--- src/design/bra_ram.sv ---
// Generic single-write, single-read RAM with registered read data.
module bra_ram #(
  parameter int WIDTH = 8,
  parameter int DEPTH = 512,
  localparam int AW = (DEPTH > 1) ? $clog2(DEPTH) : 1
) (
  input  logic             clk,
  input  logic             we,
  input  logic [AW-1:0]    waddr,
  input  logic [WIDTH-1:0] wdata,
  input  logic [AW-1:0]    raddr,
  output logic [WIDTH-1:0] rdata
);

  logic [WIDTH-1:0] mem [DEPTH];

  always_ff @(posedge clk) begin
    if (we) begin
      mem[waddr] <= wdata;
    end
    rdata <= mem[raddr];
  end

endmodule

--- config.mk ---
export PLATFORM = sky130hd
export DESIGN_NAME = bra_ram
export DESIGN_NICKNAME = d
export VERILOG_FILES = /design/src/design/bra_ram.sv
export SDC_FILE = /design/constraint.sdc
export NUM_CORES = 2
export LEC_CHECK = 0
export BUFFER_PORTS_ARGS = -buffer_cell sky130_fd_sc_hd__buf_2
export CORE_ASPECT_RATIO = 1.5
export CORE_MARGIN = 1
export CORE_UTILIZATION = 63
export DETAILED_ROUTE_END_ITERATION = 7
export PLACE_DENSITY_LB_ADDON = 0.25
export SLEW_MARGIN = 10
export SYNTH_ARGS = -nofsm -noshare
export SYNTH_HDL_FRONTEND = slang
export SYNTH_SLANG_ARGS = --single-unit
export TNS_END_PERCENT = 50
--- constraint.sdc ---
create_clock -name clk -period 6.9 [get_ports clk]
set_input_delay 1.035 -clock clk [delete_from_list [all_inputs] [get_ports clk]]
set_output_delay 1.035 -clock clk [all_outputs]
set_load 0.05 [all_outputs]
* Yosys cells after proc, flatten, opt, wreduce, memory -nomap -nowiden
Memories as Yosys holds them, arrays and structs flattened. A register that Yosys moved wholly into a read port is not among the register bits.
Index checks and enable logic that the tools add are counted.
** Cells by class
- Mux-type cells :: 2
** Operators by type and width (number)
- 1-bit two-way mux :: 2
** Word-level totals
- Register bits after elaboration :: 0
- Bits in writable memories :: 4096
- Input bits :: 28
- Word-level logic and storage cells :: 3
- Memories :: 1
** Memory list
- mem :: depth 512, width 8, read ports 1, clocked after Yosys merged registers in 1, wr ports 1, RTL line 15 : logic [WIDTH-1:0] mem [DEPTH];

* Logic depth before layout (Yosys ltp)
- Word-level depth :: 2
- Depth in mapped cells :: 12
- Depth with buffers taken out :: 7

* Least setup slack after synthesis
OpenSTA, ideal clock, no wires.
- Path kind :: input to register
- Start :: in raddr[0]
- End :: reg rdata[0], read port of mem
- Arrival time :: 2889 ps
- Data required time :: 6782 ps
- Slack :: 3893 ps
- Cell stages on the path :: 10
- Buffers on the path :: 4
- Path through :: buf_4 > buf_12 > buf_12 > buf_2 > mux4_2 > o21ai_0 > nand3_1 > nand4_1 > o21ai_0 > o2111a_1
** RTL lines
- from (decl) :: RTL line 11 : input logic [AW-1:0] raddr,
- to (decl) :: RTL line 12 : output logic [WIDTH-1:0] rdata

==> run metrics <==
FF-to-FF path depth 9; Hold Crit Start wdata[4]; setup slack, reg-to-reg about 3 ns; crit-path leading delay family simple AND/OR/NAND/NOR gates; Synthesized Nets approximately 8000; total track usage 0.319; Reg clk slew, reported paths roughly 0.060 ns; Layout area overhead 9.36%; CP bufs+invs 4; Final #Nets just over 8000; antenna violations before repair 20; commonest non-fill, non-tap cell in the layout edfxtp_1; post-synth top area share 0.769; synthesized area per cell ~20 um2; Clock Skews 0.0346 ns; DR vias between 80000 and 90000; Post-synth EDFFs just over 4000; Seq/Total Area, Yosys 0.770; Core Area approximately 250000 um2; worst-skew pair later-pin latency 0.90 ns; Hold EP mem[134][4]; Worst Hold Class in2reg; fmax approximately 210 MHz; Sink Count between 4000 and 5000; DIE WIDTH 413 um; Non-Filler Instances roughly 12000; vias in the first global route roughly 80000; critical path type in2reg; root buffer cell clkbuf_16; worst reg2reg path startpoint mem[56][4]; layout cell share with drive strength beyond 1 0.170; P per Cell Area between 200 and 300 nW/um2; CP dominant cell by count buf_4; I/O Pins 36; largest net degree at the start of global routing 193; Syn Std Cell Area 160000 um2; synth unique cells ~50; outcome finished clean; Synth warnings 0; RR Endpoint rdata[4]; placed cell count around 11000; ranking of synthesized cells by area edfxtp_1 77%, mux4_2 9.2%, mux2i_1 5.0%, o221ai_1 2.0%, nor2_1 1.4%; first-pass GRT wire length approximately 580000 um; DP Wirelength around 240000 um; Critical Path RT slightly below 8 ns; postcts setup bufs 0; # Max-Cap Violations 0; Sum Neg Setup Slack 0 ns; FP Rows 226; ys async rst share 0; CP endpoint kind flop; CTS tree built; CTS resizes 0; Worst EP arrival 5.65 ns; CP max-delay cell nor4_2; DR iter-0 viols slightly above 10000; GPL Wtd Cong between 0.9 and 1; total wire length approximately 400000 um; Leak 55.1 nW; Worst path max stage delay between 0.9 and 1 ns; CP Max Fanout 46; CP Cell Sequence buf_8 > nand2b_4 > buf_4 > o221ai_1 > a21oi_1 > nor4_1 > buf_4 > nand4_1 > nor4_2 > buf_4 > o2111a_1; post-DR wirelength/cell 34.6 um; hold buffer count at cts 0; Num CTS Buffers between 300 and 400; Yosys top cell by area edfxtp_1; final cycle utilization of the critical path 0.702; maximum VDD drop just under 0.3 mV; clock tree buffer depth 4; hold path cells 1; endpoints failing hold 0; fin crit period approximately 4.8 ns; H-tree Lvls 5; slew margin rel. 0.103; Setup violations, final 0; commonest non-fill, non-tap cells in the layout 4096 x edfxtp_1, 797 x mux2i_1, 654 x mux4_2; die area between 200000 and 300000 um2; RSZ-0062 raised after global routing no; Slew Viols, Final 0; GRT Residual Overflow 0; Synth Instances between 8000 and 9000; die height 619 um; slew at the pin closest to its max-slew limit 1.35 ns; Post-DRT Antenna Nets 0; element type at the critical path start input pin; Post-synth top flop edfxtp_1; 1st-pass router iterations 6; drt drc 0; vias per cell 7.00; PortBufs 35; Yosys reg bits between 4000 and 5000; Initial Utilization 0.633
-- cell usage after synthesis (4+ instances only) --
cell,instances
a211oi_1,17
a21oi_1,194
a22o_1,5
a22oi_1,61
and2_1,20
and3_1,4
and3b_1,4
buf_1,41
buf_12,5
buf_2,57
buf_4,70
buf_6,64
buf_8,11
clkbuf_1,265
dfxtp_1,8
edfxtp_1,4096
mux2i_1,797
mux4_2,654
nand2_1,111
nand2b_1,4
nand3_1,36
nand4_1,32
nor2_1,597
nor2b_1,6
nor3_1,109
nor3b_1,8
nor4_1,36
o2111a_1,8
o21ai_0,118
o221ai_1,371
o22ai_1,163
o311ai_0,5
o31ai_1,13
o41ai_1,7
or2_2,4
or3_1,6
-- metal layers --
layer  vias up  GRT usage  routed length, um
met2      5056      0.524             203000
met4         8      0.177              26200
met5         -          0                 57
met3      1036     0.0501              37900
li1      33500          -                  -
met1     42200      0.411             138000
-- sequential cells by signal, indices dropped and copies added, names as in the netlist --
name	flops
mem	4096
rdata	8
-- worst reg2reg max path, delay by kind of cell, from the launching register on --
kind,cells,cell delay (ns)
mux,1,0.08
buf+inv,2,0.49
compound gates,3,0.92
flops,1,0.34
simple gates,3,1.98
-- final cells by class --
cell class	count	area (um2)
Clock buffer	438	9510
Antenna cell	12	30.0
Multi-Input combinational cell	3410	34100
Timing Repair Buffer	208	2090
Clock inverter	205	1890
Sequential cell	4104	123000
Fill cell	14900	77600
Inverter	3	18.8
Tap cell	3306	4140
-- where the power goes --
part / internal [mW] / switching [mW]
Clock: 11.1 / 8.82
Sequential: 27.4 / 0.0256
Combinational: 0.767 / 1.73
-- worst max path at each step --
stage / start / endpoint / slack (ns) / cells after the start
after global placement: raddr[0] / rdata[4] / 1.01 / 12
after CTS: raddr[0] / rdata[4] / 2.25 / 12
after global routing: raddr[0] / rdata[4] / 2.29 / 12
after detailed placement: raddr[0] / rdata[4] / 1.40 / 12
final: raddr[1] / rdata[4] / 2.06 / 11
after floorplan: raddr[0] / rdata[0] / 3.89 / 10
-- cells by family after synthesis --
family	Yosys count	synth area share
AOI/OAI and AO/OA	979	0.0431
buffers and inverters	516	0.0185
DFF	4104	0.770
muxes	1451	0.142
and+or+nand+nor	980	0.0263
-- stage by stage --
step	hold WS, ns	area [um2]	setup slack (ns)	total power, mW	util
after CTS	0.542	175000	2.25	49.9	0.693
after global placement	1.08	163000	1.01	30.4	0.647
after detailed placement	1.13	163000	1.40	30.5	0.647
final	0.556	175000	2.06	49.8	0.693
after floorplan	0.938	160000	3.89	29.3	-
after global routing	0.557	175000	2.29	50.8	0.693
Power figures use the tool's default switching activity.
