$ cat config.mk
export PLATFORM = sky130hd
export DESIGN_NAME = bra_run_scan
export DESIGN_NICKNAME = d
export VERILOG_FILES = /design/src/design/bra_pkg.sv /design/src/design/bra_run_scan.sv
export SDC_FILE = /design/constraint.sdc
export NUM_CORES = 1
export LEC_CHECK = 0
export BUFFER_PORTS_ARGS = -buffer_cell sky130_fd_sc_hd__buf_2
export CAP_MARGIN = 20
export CORE_ASPECT_RATIO = 1.4
export CORE_MARGIN = 2
export CORE_UTILIZATION = 54
export CTS_BUF_LIST = sky130_fd_sc_hd__clkbuf_16
export DETAILED_ROUTE_END_ITERATION = 8
export MAX_ROUTING_LAYER = met4
export PLACE_DENSITY_LB_ADDON = 0.3
export SYNTH_ARGS = -nofsm -noshare
export SYNTH_HDL_FRONTEND = slang
export SYNTH_SLANG_ARGS = --single-unit
$ cat constraint.sdc
create_clock -name clk -period 19.65 [get_ports clk]
set_input_delay 0.9825 -clock clk [delete_from_list [all_inputs] [get_ports clk]]
set_output_delay 0.9825 -clock clk [all_outputs]
set_load 0.02 [all_outputs]
$ cat src/design/bra_pkg.sv
// Shared types and constants of the bitmap run allocator.
package bra_pkg;

  localparam int ROW_BITS  = 8;
  localparam int ROW_SHIFT = 3;

  localparam int OPCODE_W    = 2;
  localparam int INDEX_W     = 32;
  localparam int RUN_LEN_W   = 13;
  localparam int USED_BYTES_W = 10;
  localparam int CFG_DATA_W  = 32;
  localparam int CFG_INDEX_W = 2;
  localparam int IN_DATA_W   = 48;
  localparam int OUT_DATA_W  = 40;

  localparam logic [OPCODE_W-1:0] OP_TEST  = 2'd0;
  localparam logic [OPCODE_W-1:0] OP_WRITE = 2'd1;
  localparam logic [OPCODE_W-1:0] OP_ALLOC = 2'd2;

  localparam logic [CFG_INDEX_W-1:0] REG_INDEX_BASE = 2'd0;
  localparam logic [CFG_INDEX_W-1:0] REG_USED_BYTES = 2'd1;

  typedef struct packed {
    logic init;
    logic step;
  } scan_ctrl_t;

endpackage

$ cat src/design/bra_run_scan.sv
// Free-run counter that walks the store one 8-bit row per step.
module bra_run_scan import bra_pkg::*; #(
  parameter int AW = 9,
  localparam int PW = AW + ROW_SHIFT,
  localparam int UW = PW + 1
) (
  input  logic                 clk,
  input  logic                 rst,
  input  scan_ctrl_t           ctrl,
  input  logic [RUN_LEN_W-1:0] run_length,
  input  logic [AW-1:0]        row,
  input  logic [ROW_BITS-1:0]  row_data,
  input  logic [UW-1:0]        usable,
  output logic                 hit,
  output logic [PW-1:0]        end_pos
);

  logic [RUN_LEN_W-1:0] cnt;
  logic [RUN_LEN_W-1:0] cnt_next;
  logic                 hit_next;
  logic [PW-1:0]        end_pos_next;

  always_comb begin
    logic [PW-1:0] pos;
    cnt_next     = cnt;
    hit_next     = hit;
    end_pos_next = end_pos;
    for (int k = 0; k < ROW_BITS; k++) begin
      pos = {row, ROW_SHIFT'(k)};
      if (!hit_next && ({1'b0, pos} < usable)) begin
        if (row_data[k]) begin
          cnt_next = '0;
        end else begin
          cnt_next = RUN_LEN_W'(cnt_next + 1'b1);
        end
        if (cnt_next == run_length) begin
          hit_next     = 1'b1;
          end_pos_next = pos;
        end
      end
    end
  end

  always_ff @(posedge clk) begin
    if (rst) begin
      cnt <= '0;
      hit <= 1'b0;
    end else if (ctrl.init) begin
      cnt <= '0;
      hit <= 1'b0;
    end else if (ctrl.step) begin
      cnt     <= cnt_next;
      hit     <= hit_next;
      end_pos <= end_pos_next;
    end
  end

endmodule
== Yosys cells after proc, flatten, opt, wreduce, memory -nomap -nowiden ==
Cells that the tools add are included.

* Add/sub/neg operators: 8
* Magnitude comparators: 8
* Eq/ne operators: 8
* Muxes and demuxes: 56
* Bitwise operators: 2
* Reduce and logical (&&, ||, !) cells: 18

{| class="wikitable"
|+ Operators by type and width
! kind !! number
|-
| $mux 13 || 24
|-
| $mux 12 || 16
|-
| $add 13x1->13 const B || 8
|-
| $eq 13x13->1 || 8
|-
| $lt 12x13->1 || 8
|-
| $mux 1 || 16
|-
| $logic_and 1x1->1 || 8
|-
| $logic_not 1->1 || 8
|-
| $reduce_and 3->1 || 1
|-
| $not 1->1 || 2
|-
| $reduce_or 2->1 || 1
|}

* Flip-flop bits (word level): 26
* Input port bits: 47
* Output and inout bits: 13
* Logic and storage cells: 103

== Logic depth before layout (Yosys ltp) ==
* Word-level depth: 48
* Gate-level depth with buffers: 68
* Mapped depth without buffers: 60

== Least setup slack after synthesis ==
No wires, ideal clock.

* Kind: in2reg
* Start point: input usable[10]
* End point: register end_pos[10] (data pin)
* Setup time: 262 ps
* Arrival: 13809 ps
* Required time: 19388 ps
* Setup slack: 5579 ps
* Stages: 62
* Path buffers: 10
* Path through: inv_1 ha_1 a21oi_1 o22ai_1 or4_1 buf_2 buf_6 nor2_1 nand4_1 o31a_1 buf_2 buf_2 buf_4 buf_4 nor2_1 nor2_1 ha_1 clkbuf_2 [26 not listed] or4_4 o31ai_4 nand2_1 mux2i_1 inv_1 ha_1 nor2b_1 nand2_1 nor2_1 mux2i_1 mux2i_1 a31oi_1 o41ai_1 nand4_1 a2111oi_1 nand4_2 nand2_4 mux2_1

* Cells in the longest elaborated chain, start to end: 36
* Elaborated cells between the ends (all ways): 86
* Classes of those cells: add/sub: 7; order compare: 8; eq/ne: 7; mux: 49; reduce/logical: 15

{| class="wikitable"
|+ RTL lines
! element !! line !! source
|-
| from (decl) || bra_run_scan.sv:13 || <nowiki>input logic [UW-1:0] usable,</nowiki>
|-
| parallel branches: the longest is 35 deep, another holds $lt 12x13->1 || n/a ||
|-
| $mux 12 * || bra_run_scan.sv:30 || <nowiki>if (!hit_next && ({1'b0, pos} < usable)) begin</nowiki>
|-
| net end_pos_next[10] || bra_run_scan.sv:21 || <nowiki>logic [PW-1:0] end_pos_next;</nowiki>
|-
| to (signal assigned) || bra_run_scan.sv:54 || <nowiki>end_pos <= end_pos_next;</nowiki>
|-
| to (decl) || bra_run_scan.sv:15 || <nowiki>output logic [PW-1:0] end_pos</nowiki>
|}

Mark *: on every way through the listed nets, which the timed path passes. The select of a mux whose other input is x is not followed.
A chain may end at the register's enable or synchronous reset.

== Final worst setup path ==
* Start point: input row[1]
* End point: register end_pos[3] (data pin)

* Cells in the longest elaborated chain, start to end: 36
* Elaborated cells between the ends (all ways): 86
* Classes of those cells: add/sub: 7; order compare: 8; eq/ne: 7; mux: 49; reduce/logical: 15

{| class="wikitable"
|+ RTL lines
! element !! line !! source
|-
| from (decl) || bra_run_scan.sv:11 || <nowiki>input logic [AW-1:0] row,</nowiki>
|-
| parallel branches: the longest is 35 deep, another holds $lt 12x13->1 || n/a ||
|-
| $mux 12 * || bra_run_scan.sv:30 ||
|-
| net end_pos_next[3] || bra_run_scan.sv:21 ||
|}

Marks and branches as above.

==> flow_metrics.py <==
metrics = {
    "yosys": {
        "synthesis.yosys.warnings": 0,
        "synth_edf_count": 12,
        "dominant_cell_by_count_in_the_synthesized_netlist": "sky130_fd_sc_hd__nor2_1",
        "synth_largest_area_cell": "sky130_fd_sc_hd__nor2_1",
        "ys_async_sr_fraction_pct": 0,
        "synth_compound_area_share_pct": 37.7,
        "synth-simple-area-share_pct": 36.0,
        "proportion_of_synthesized_chip_area_in_sequential_cells_pct": 5.61,
        "netlist_area_sq_mm": 0.0114,
        "synth_top_flop_cell": "sky130_fd_sc_hd__dfxtp_1",
        "yosys_register_bits": 26,
        "synth_commonest_cells": "sky130_fd_sc_hd__nor2_1 (169), sky130_fd_sc_hd__nand2_1 (126), sky130_fd_sc_hd__a21oi_1 (99), sky130_fd_sc_hd__nand3_1 (86), sky130_fd_sc_hd__o21ai_0 (75)",
        "post_synth_fa_ha_maj_area_fraction_pct": 1.97,
        "synthDistinctLibCells": 126,
        "synth_top_family_by_area": "compound AO/OA/AOI/OAI gates",
        "synthXorXnorAreaFrac_pct": 6.11,
        "synth_top_cell_area_share_pct": 5.56,
        "net_count_of_the_mapped_netlist": 1742,
        "synth.top_cells.by_area": "sky130_fd_sc_hd__nor2_1 (5.6%), sky130_fd_sc_hd__xnor2_1 (4.4%), sky130_fd_sc_hd__a21oi_1 (4.3%), sky130_fd_sc_hd__nand2_1 (4.1%), sky130_fd_sc_hd__nand3_1 (3.8%)",
        "muxShareOfSynthArea_pct": 4.87,
        "synth_area_per_cell_sq_um": 6.80,
        "syn_inst": 1677,
    },
    "flow_run": {
        "drv_cap": 0,
    },
    "sta": {
        "timing.hold.ws_ps": 560,
        "hold_violations": 0,
        "tightestPinTransition_ps": 1110,
        "grt_setup_unrepaired": "no",
        "finalSetupViolations": 0,
        "clock.fmax_mhz": 58.3,
        "fin_crit_period_ps": 17150,
        "layout_setup_ws_ps": 2500,
        "layout_worst_path_cycle_share_pct": 87.3,
        "fin_tns_setup_ps": 0,
        "slew_violations": 0,
        "finalClockSkew_ps": 9.43,
        "relative_max_transition_margin_pct": 25.8,
    },
    "global_routing": {
        "gr-total-overflow": 0,
        "grt_antenna_before_repair": 0,
        "grt_max_degree": 41,
        "first_global_vias": 13300,
        "grt_util_all_layers_pct": 40.5,
        "first_pass_grt_wire_length_um": 71700,
    },
    "worst_setup_path": {
        "cp_required_ps": 19660,
        "cp_max_fo": 17,
        "ws_path_type": "in -> reg",
        "cp-end-kind": "register",
        "crit_arrival_ps": 17160,
        "crit_slowest_cell": "sky130_fd_sc_hd__or4_1",
        "crit_top_cell": "sky130_fd_sc_hd__nand2_1",
        "critical-path-max-stage-delay_ps": 700,
        "path_buf_inv": 5,
        "crit_path_leading_delay_family": "simple AND/OR/NAND/NOR gates",
        "setup.worst_path.start_class": "input port",
    },
    "floorplan": {
        "die_area_sq_mm": 0.0223,
        "initial_core_util_pct": 55.3,
        "chipHeight_um": 176,
        "num_io_pins": 60,
        "core_area_sq_mm": 0.0206,
        "die_width_um": 127,
        "placement_rows": 62,
    },
    "route": {
        "drt-pass1-iter-count": 6,
        "vias": 14400,
        "detailedRoute.firstIterationViolations": 2081,
        "route.antenna.remaining_nets": 0,
        "detail_route.wirelength_um": 46000,
        "avg_vias_per_cell": 7.69,
        "post_drt_wl_per_cell_um": 24.5,
        "remaining_drcs": 0,
    },
    "clocking": {
        "ctsHtreeMaxLevel": 1,
        "number_of_resized_instances_in_the_post_cts_repair_step": 0,
        "clkLatencyLatePin_ps": 260,
        "numClockSinks": 26,
        "post_cts_setup_driven_buffer_insertion_count": 0,
        "clk_root_buffer_cell": "sky130_fd_sc_hd__clkbuf_16",
        "clkSlewWorstSetupHoldPaths_ps": 70,
        "number_of_hold_buffers_added_after_cts": 0,
        "worst_case_clock_buffer_depth": 2,
        "cts_tree": "done",
        "cts_made_buffers": 3,
    },
    "place": {
        "place.port_buffers": 59,
        "pre_cts_ws_ps": 2840,
        "dpl_cell_area_sq_mm": 0.0114,
        "detailed_placement_hpwl_um": 34000,
        "place_congestion": 1.07,
    },
    "power": {
        "internal_power_w": 0.000164,
        "seqPwrFrac_pct": 18.6,
        "power.share.combinational_pct": 63.4,
        "p_leak_nw": 3.95,
        "netSwitchingPower_w": 0.000166,
        "power.clock.fraction_pct": 18.1,
        "power.ir.vdd_worst_uv": 29.7,
        "netSwitchingFraction_pct": 50.4,
        "power_per_cell_area_mw_per_mm2": 28.6,
    },
    "layout": {
        "fin_area_sq_mm": 0.0116,
        "areaGrowthSynthToFinish_pct": 1.35,
        "fillers": 2057,
        "sequential_cell_area_sq_um": 641,
        "n_antenna_cell": 0,
        "post_route_cells_drive_above_1_share_pct": 11.5,
        "multi_input_comb_area_sq_mm": 0.00991,
        "finish.net_count": 1684,
        "fin_util_pct": 56.0,
    },
    "run_status": {
        "status": "complete, no violations",
    },
    "min_path": {
        "hold_path.class": "reg -> reg",
    },
}
## power by group through the flow
stage / Sequential (W) / Clock [W] / Combinational [W]
final: 0.0000614 / 0.0000596 / 0.000209
after global routing: 0.0000615 / 0.0000618 / 0.000224
after CTS: 0.0000611 / 0.0000596 / 0.000201
after detailed placement: 0.0000623 / 0 / 0.000200
after global placement: 0.0000623 / 0 / 0.000197
after floorplan: 0.0000608 / 0 / 0.000153
## layout by cell type (no fill, tap or decap), types with 24 or more instances in the layout
cell and n:
sky130_fd_sc_hd__a211oi_1 26, sky130_fd_sc_hd__a21oi_1 99, sky130_fd_sc_hd__a31oi_1 34, sky130_fd_sc_hd__and2_1 27
sky130_fd_sc_hd__and3_1 35, sky130_fd_sc_hd__buf_2 59, sky130_fd_sc_hd__inv_1 39, sky130_fd_sc_hd__mux2i_1 33
sky130_fd_sc_hd__nand2_1 126, sky130_fd_sc_hd__nand3_1 86, sky130_fd_sc_hd__nand4_1 36, sky130_fd_sc_hd__nor2_1 169
sky130_fd_sc_hd__nor3_1 63, sky130_fd_sc_hd__nor4_1 36, sky130_fd_sc_hd__o211ai_1 32, sky130_fd_sc_hd__o21ai_0 75
sky130_fd_sc_hd__o31ai_1 24, sky130_fd_sc_hd__xnor2_1 57
## metrics by stage
stage	instances	total power [W]
2_1_floorplan	1677	0.000214
3_3_place_gp	1869	0.000259
3_5_place_dp	1869	0.000262
4_1_cts	1873	0.000321
5_1_grt	1874	0.000347
6_report	1874	0.000330
## final cells by class
| class | instances | share of cell area, % |
|---|---|---|
| clock buffers | 3 | 0.649 |
| repair buffers | 74 | 3.56 |
| flip-flops and latches | 26 | 5.54 |
| multi-input cells | 1467 | 85.7 |
| well taps | 256 | 2.77 |
| inverters | 47 | 1.53 |
| clock inverters | 1 | 0.260 |
## per-layer routing
layer | up-vias | global-route usage, % | share of wire, % | routed length, um
li1 | 6468 | - | - | -
met1 | 6675 | 47.2 | 36 | 16700
met2 | 1006 | 66.1 | 45 | 20900
met3 | 254 | 5.76 | 11 | 4850
met4 | 0 | 24.2 | 7.6 | 3470
met5 | - | - | 0 | 0
## final timing paths
| check | start | end | slack (ps) | cells past startpoint |
|---|---|---|---|---|
| hold / removal | end_pos[9]$_DFFE_PP_ | end_pos[9]$_DFFE_PP_ | 560 | 1 |
| hold reg to reg | end_pos[9]$_DFFE_PP_ | end_pos[9]$_DFFE_PP_ | 560 | 1 |
| setup / recovery | row[1] | end_pos[3]$_DFFE_PP_ | 2500 | 58 |
| setup reg to reg | cnt[2]$_SDFFE_PP0P_ | end_pos[3]$_DFFE_PP_ | 3610 | 50 |
## kinds of logic after synthesis
kind of cell             after synthesis
adder cells (fa/ha/maj)               18
AND/OR/NAND/NOR                      747
XOR/XNOR                              74
AO/OA/AOI/OAI                        575
buffers and inverters                184
multiplexers                          53
flip-flops                            26
## worst register-to-register path, delay by kind of cell (launching register included)
family / cells / cell delay, ps
multiplexers: 6 / 1780
AO/OA/AOI/OAI: 11 / 3600
adder cells (fa/ha/maj): 3 / 1040
AND/OR/NAND/NOR: 23 / 7200
flip-flops: 1 / 700
XOR/XNOR: 3 / 690
buffers and inverters: 4 / 800
## registers in the layout, indices dropped and copies added, names as in the netlist
signal,cells
end_pos,12
hit,1
cnt,13
Power figures use the tool's default switching activity.
